===== src/design/kst_pkg.sv =====
// ----------------------------------------------------------------------------
// kst_pkg: shared types and constants of the keyed session table
// Command codes, beat layouts and the result record handed between modules.
// ----------------------------------------------------------------------------
package kst_pkg;

  localparam int unsigned IN_DATA_W  = 48;
  localparam int unsigned OUT_DATA_W = 96;
  localparam int unsigned CMD_W      = 3;
  localparam int unsigned ID_W       = 10;
  localparam int unsigned CODE_W     = 31;
  localparam int unsigned ADDED_W    = 32;
  localparam int unsigned SUM_W      = 64;
  localparam int unsigned ID_SPACE   = 1024;

  localparam logic [CMD_W-1:0] CMD_LOGIN  = 3'd0;
  localparam logic [CMD_W-1:0] CMD_LOGOUT = 3'd1;
  localparam logic [CMD_W-1:0] CMD_CLOSE  = 3'd2;
  localparam logic [CMD_W-1:0] CMD_COUNT  = 3'd3;
  localparam logic [CMD_W-1:0] CMD_QUERY  = 3'd4;

  localparam logic [ADDED_W-1:0] ABSENT = 32'hFFFF_FFFF;

  typedef struct packed {
    logic               valid;
    logic [ADDED_W-1:0] added;
  } kst_res_t;

endpackage


===== src/design/kst_accum.sv =====
// ----------------------------------------------------------------------------
// kst_accum: running sum and output register
// Adds each finished value to the 64-bit wrapping sum and holds the result
// beat until the downstream side takes it.
// ----------------------------------------------------------------------------
module kst_accum (
  input  logic                                clk,
  input  logic                                rst_n,
  input  kst_pkg::kst_res_t                   res,
  output logic                                res_ready,
  output logic                                out_tvalid,
  input  logic                                out_tready,
  output logic [kst_pkg::OUT_DATA_W-1:0]      out_tdata
);
  import kst_pkg::*;

  logic [SUM_W-1:0]   sum_r, sum_nxt;
  logic [ADDED_W-1:0] added_r;
  logic               out_valid_r;

  assign res_ready = !out_valid_r || out_tready;
  assign sum_nxt   = sum_r + {{(SUM_W-ADDED_W){res.added[ADDED_W-1]}}, res.added};

  always_ff @(posedge clk) begin
    if (!rst_n) begin
      sum_r       <= '0;
      out_valid_r <= 1'b0;
    end else begin
      if (res.valid && res_ready) begin
        sum_r       <= sum_nxt;
        added_r     <= res.added;
        out_valid_r <= 1'b1;
      end else if (out_tready) begin
        out_valid_r <= 1'b0;
      end
    end
  end

  assign out_tvalid = out_valid_r;
  assign out_tdata  = {sum_r, added_r};

endmodule


===== config.mk =====
export PLATFORM = sky130hd
export DESIGN_NAME = kst_accum
export DESIGN_NICKNAME = d
export VERILOG_FILES = /design/src/design/kst_pkg.sv /design/src/design/kst_accum.sv
export SDC_FILE = /design/constraint.sdc
export NUM_CORES = 1
export LEC_CHECK = 0
export BUFFER_PORTS_ARGS = -buffer_cell sky130_fd_sc_hd__buf_4
export CORE_AREA = 2 2 140 142
export CTS_BUF_LIST = sky130_fd_sc_hd__clkbuf_16
export DETAILED_ROUTE_END_ITERATION = 8
export DIE_AREA = 0 0 142 144
export PLACE_DENSITY = 0.56
export SYNTH_ARGS = -nofsm -noshare
export SYNTH_HDL_FRONTEND = slang
export SYNTH_SLANG_ARGS = --single-unit

===== constraint.sdc =====
create_clock -name clk -period 4.34 [get_ports clk]
set_clock_uncertainty 0.05 [all_clocks]
set_input_delay 0.868 -clock clk [delete_from_list [all_inputs] [get_ports clk]]
set_output_delay 0.868 -clock clk [all_outputs]
set_load 0.02 [all_outputs]

Word level (Yosys, flattened, before mapping)
Index checks and enable logic that the tools add are counted.
{"block": "word_totals", "word_cells": 11, "in_bits": 36, "regBits": 97}
{"block": "classes", "n_reduce_logical": 5, "add_sub_neg": 1, "mux": 2}
{"operator": "$add 64x64->64", "count": 1}
{"operator": "$mux 1", "count": 2}
{"operator": "$reduce_and 2->1", "count": 1}
{"operator": "$reduce_bool 2->1", "count": 1}
{"operator": "$logic_and 1x1->1", "count": 1}
{"operator": "$logic_not 1->1", "count": 1}
{"operator": "$logic_or 1x1->1", "count": 1}

Depth between registers and ports, before layout
{"block": "depth", "depth_word": 4, "mapped_depth": 12}

Least setup slack after synthesis
OpenSTA, ideal clock, no wires.
{"block": "synth_timing", "path_type": "input -> register", "startpoint": "in res[0] (netlist name)", "endpoint": "reg sum_r[60]", "setup_ps": 128, "required_time_ps": 4162, "path_slack_ps": 548, "arrival_time_ps": 3614, "path_buffers": 0, "path_stages": 12, "cell_sequence": "ha_1 -> fa_1 -> a21o_1 -> a221o_1 -> a211o_2 -> a31o_4 -> a21oi_4 -> o41ai_4 -> a41o_4 -> a211oi_4 -> or4_1 -> o211ai_2"}
{"block": "synth_via", "elab_chain_cells": 1}
{"element": "start: declaration", "line_no": "kst_accum.sv:9", "text": "input kst_pkg::kst_res_t res,"}
{"element": "$add 64x64->64", "line_no": "kst_accum.sv:22", "text": "assign sum_nxt = sum_r + {{(SUM_W-ADDED_W){res.added[ADDED_W-1]}}, res.added};"}
{"element": "end signal: assignment", "line_no": "kst_accum.sv:30", "text": "sum_r <= sum_nxt;"}
{"element": "end: declaration", "line_no": "kst_accum.sv:17", "text": "logic [SUM_W-1:0] sum_r, sum_nxt;"}
No other way between the ends.
A chain may end at the register's enable or synchronous reset.

Worst setup path after layout
{"block": "layout_timing", "startpoint": "in res[0] (netlist name)", "endpoint": "reg sum_r[62]"}
The elaborated chain is that of the path after synthesis.

==> metrics.md <==
| Metric | Value |
|---|---|
| Reg-to-reg endpoint | `sum_r[62]` |
| Hold path depth | `2` |
| Critical Path RT | `4530 ps` |
| Cts hold-fix bufs | `0` |
| # diodes | `0` |
| Clock network fraction of total power | `24.3%` |
| Core area | `19100 um^2` |
| GR Layer Usage met2 | `31.8%` |
| Hold endpoint | `sum_r[63]` |
| Setup crit end kind | `flip-flop` |
| Mean routed wirelength per cell | `16.2 um` |
| Via density | `5.41` |
| HP Start | `sum_r[63]` |
| Buffers on Ports | `133` |
| Hpwl dp | `15200 um` |
| Max transition margin | `62.6%` |
| Yosys warning total | `0` |
| Post-Route WL | `19700 um` |
| Fmax | `0.261 GHz` |
| R2r startpoint | `sum_r[0]` |
| Crit-path cells | `buf_4 -> ha_1 -> fa_1 -> a21o_1 -> a221o_1 -> a311oi_1 -> a211oi_1 -> a211o_1 -> o31a_1 -> a21oi_2 -> nand2b_1 -> mux2i_1 -> o2111ai_1` |
| Placer congestion estimate | `0.873` |
| Layout cells sized above 1 | `18.4%` |
| Post-synth top cells | `106 x nand2_1, 88 x o21ai_0, 75 x a21oi_1` |
| Later-pin clock latency in the skew report | `360 ps` |
| Starting Density | `37.2%` |
| Placement Rows | `51` |
| Worst r2r path cells | `12` |
| Die W | `142 um` |
| Switching part of the total | `38.2%` |
| Min cycle time layout | `3840 ps` |
| Final ANT Viol Nets | `0` |
| Chip height | `144 um` |
| Sw power | `1.29 mW` |
| First-pass GRT wire length | `32000 um` |
| Clock sink count | `97` |
| Ys flop type | `dfxtp_1` |
| # H-tree levels | `3` |
| Final period utilization | `88.4%` |
| Final setup viols | `0` |
| Min-Delay Path Class | `flip-flop to flip-flop` |
| Maximum root-to-sink buffer count | `2` |
| Num ports | `134` |
| Initial DRC Count | `386` |
| Critical path class | `input pin to flip-flop` |
| Dominant cell type by area after synthesis | `dfxtp_1` |
| Clock-pin slew on the worst setup and hold paths | `70 ps` |
| Largest net degree at the start of global routing | `45` |
| Logic pwr share | `42.5%` |
| Max-capacitance violation count | `0` |
| Net count after synthesis | `955` |
| CP delay by family, top | `compound AO/OA/AOI/OAI gates` |
| Post-synth EDFFs | `32` |
| Async SR Flop Fraction | `0%` |
| Cell-internal power | `2.08 mW` |
| Crit path DAT | `4020 ps` |
| Post-synth top area share | `18.3%` |
| Met1 Track Usage GR | `26.7%` |
| Slowest-stage cell, CP | `fa_1` |
| Hold Vio Cnt, Final | `0` |
| Global route total overflow | `0` |
| Most frequent cell after synthesis | `nand2_1` |
| CTS tree | `yes` |
| Layout area overhead | `22.1%` |
| Post-synthesis sequential area ratio | `31.9%` |
| Worst slew pin tran | `558 ps` |
| DRC viols | `0` |
| Synth cell types | `66` |
| Max VDD drop | `0.000204 V` |
| Max incr delay on CP | `420 ps` |
| Synth Register Bits | `97` |
| Hold Slack | `420 ps` |
| Number of buffers created by CTS | `9` |
| Total GRT Usage | `19.5%` |
| PwrDens | `389 nW/um^2` |
| Top Usage Layer GRT | `met2` |
| Crit-path max FO | `4` |
| Vias | `6574` |
| Synth Instances | `855` |
| Cts repair resizes | `0` |
| Global Route met3 Usage | `2.62%` |
| RSZ-0062 raised after global routing | `false` |
| CP startpoint kind | `input pin` |
| Total Die Area | `20400 um^2` |
| Leakage | `3.82 nW` |
| Ranking of synthesized cells by area | `dfxtp_1 18%, edfxtp_1 14%, ha_1 11%` |
| # nets final | `1072` |
| Syn Area/Cell | `8.30 um^2` |
| Flop pwr share | `33.2%` |
| Number of global-route vias before repair | `6090` |
| TNS Setup | `0 ps` |
| First drt pass iteration count | `5` |
| # Post-CTS Setup Buffers | `0` |
| Crit path buf inv count | `1` |
| Max-slew violations | `0` |
| R2R setup slack | `810 ps` |
| Initial antenna violation count | `0` |
| Status | `finished clean` |
| Clock root buffer | `clkbuf_16` |
| Post-Syn Area | `7100 um^2` |
## registers in the layout (all words and copies together), names as in the netlist
name	flops
out_tvalid	1
sum_r	64
added_r	32
## per-layer routing
metal / share of wire (%) / wire [um] / up-vias
li1: - / - / 3364
met1: 49 / 9570 / 3042
met2: 46 / 8980 / 145
met3: 4.2 / 822 / 23
met4: 1.8 / 356 / 0
met5: 0 / 0 / -
## layout by cell type, fill, tap and decap left out, types with 14 or more instances in the layout
| cell | n |
|---|---|
| ha_1 | 63 |
| buf_4 | 150 |
| xor2_1 | 22 |
| dfxtp_1 | 65 |
| edfxtp_1 | 32 |
| o21ai_0 | 88 |
| a21o_1 | 30 |
| and2_1 | 45 |
| nand2_1 | 105 |
| inv_1 | 18 |
| xnor2_1 | 33 |
| a21oi_1 | 75 |
| nand4_1 | 19 |
| nor2_1 | 38 |
| nand3_1 | 25 |
| o21bai_1 | 14 |
## layout make-up
cell class / count / area, um^2
Timing Repair Buffer: 151 / 1150
Fill cell: 1946 / 10400
Multi-Input combinational cell: 695 / 4600
Sequential cell: 97 / 2260
Clock inverter: 7 / 68.8
Tap cell: 238 / 298
Clock buffer: 9 / 225
Inverter: 18 / 67.6
## power by group through the flow
stage,Clock (mW),Sequential [mW],Combinational [mW]
after floorplan,0,1.24,0.877
after global placement,0,1.14,1.43
after detailed placement,0,1.14,1.43
after CTS,0.841,1.12,1.44
after global routing,0.877,1.13,1.59
final,0.820,1.12,1.43
## tightest hold or removal path, delay by kind of cell, from the launching register on
kind	cells	cell delay [ps]
flip-flops	1	320
AND/OR/NAND/NOR	1	50
multiplexers	1	50
## logic make-up (layout without fill, tap and decap cells)
logic type | Yosys count | after routing | synth area share, %
AOI/OAI and AO/OA | 289 | 289 | 26.4
muxes | 3 | 3 | 0.423
DFF | 97 | 97 | 31.9
buffers and inverters | 63 | 185 | 3.42
adders and majority gates | 64 | 64 | 11.4
xor gates and xnor gates | 55 | 55 | 6.79
and+or+nand+nor | 284 | 284 | 19.7
## how the worst max path moves through the flow
stage                      start         to  cells past startpoint  slack, ps
after floorplan           res[0]  sum_r[60]                     12        550
after global placement    res[0]  sum_r[62]                     13        130
after detailed placement  res[0]  sum_r[62]                     13        130
after CTS                 res[0]  sum_r[62]                     13        490
after global routing      res[0]  sum_r[62]                     13        350
final                     res[0]  sum_r[62]                     13        500
## per-stage QoR
stage / std cells / area (um^2) / utilization, % / total power, mW / setup slack, ps
2_1_floorplan: 855 / 7100 / - / 2.12 / 548
3_3_place_gp: 1199 / 8370 / 43.9 / 2.57 / 127
5_1_grt: 1215 / 8660 / 45.4 / 3.60 / 348
4_1_cts: 1215 / 8660 / 45.4 / 3.40 / 493
3_5_place_dp: 1199 / 8370 / 43.9 / 2.57 / 131
6_report: 1215 / 8660 / 45.4 / 3.37 / 503
Note: power is estimated with default switching activity, not from simulation.
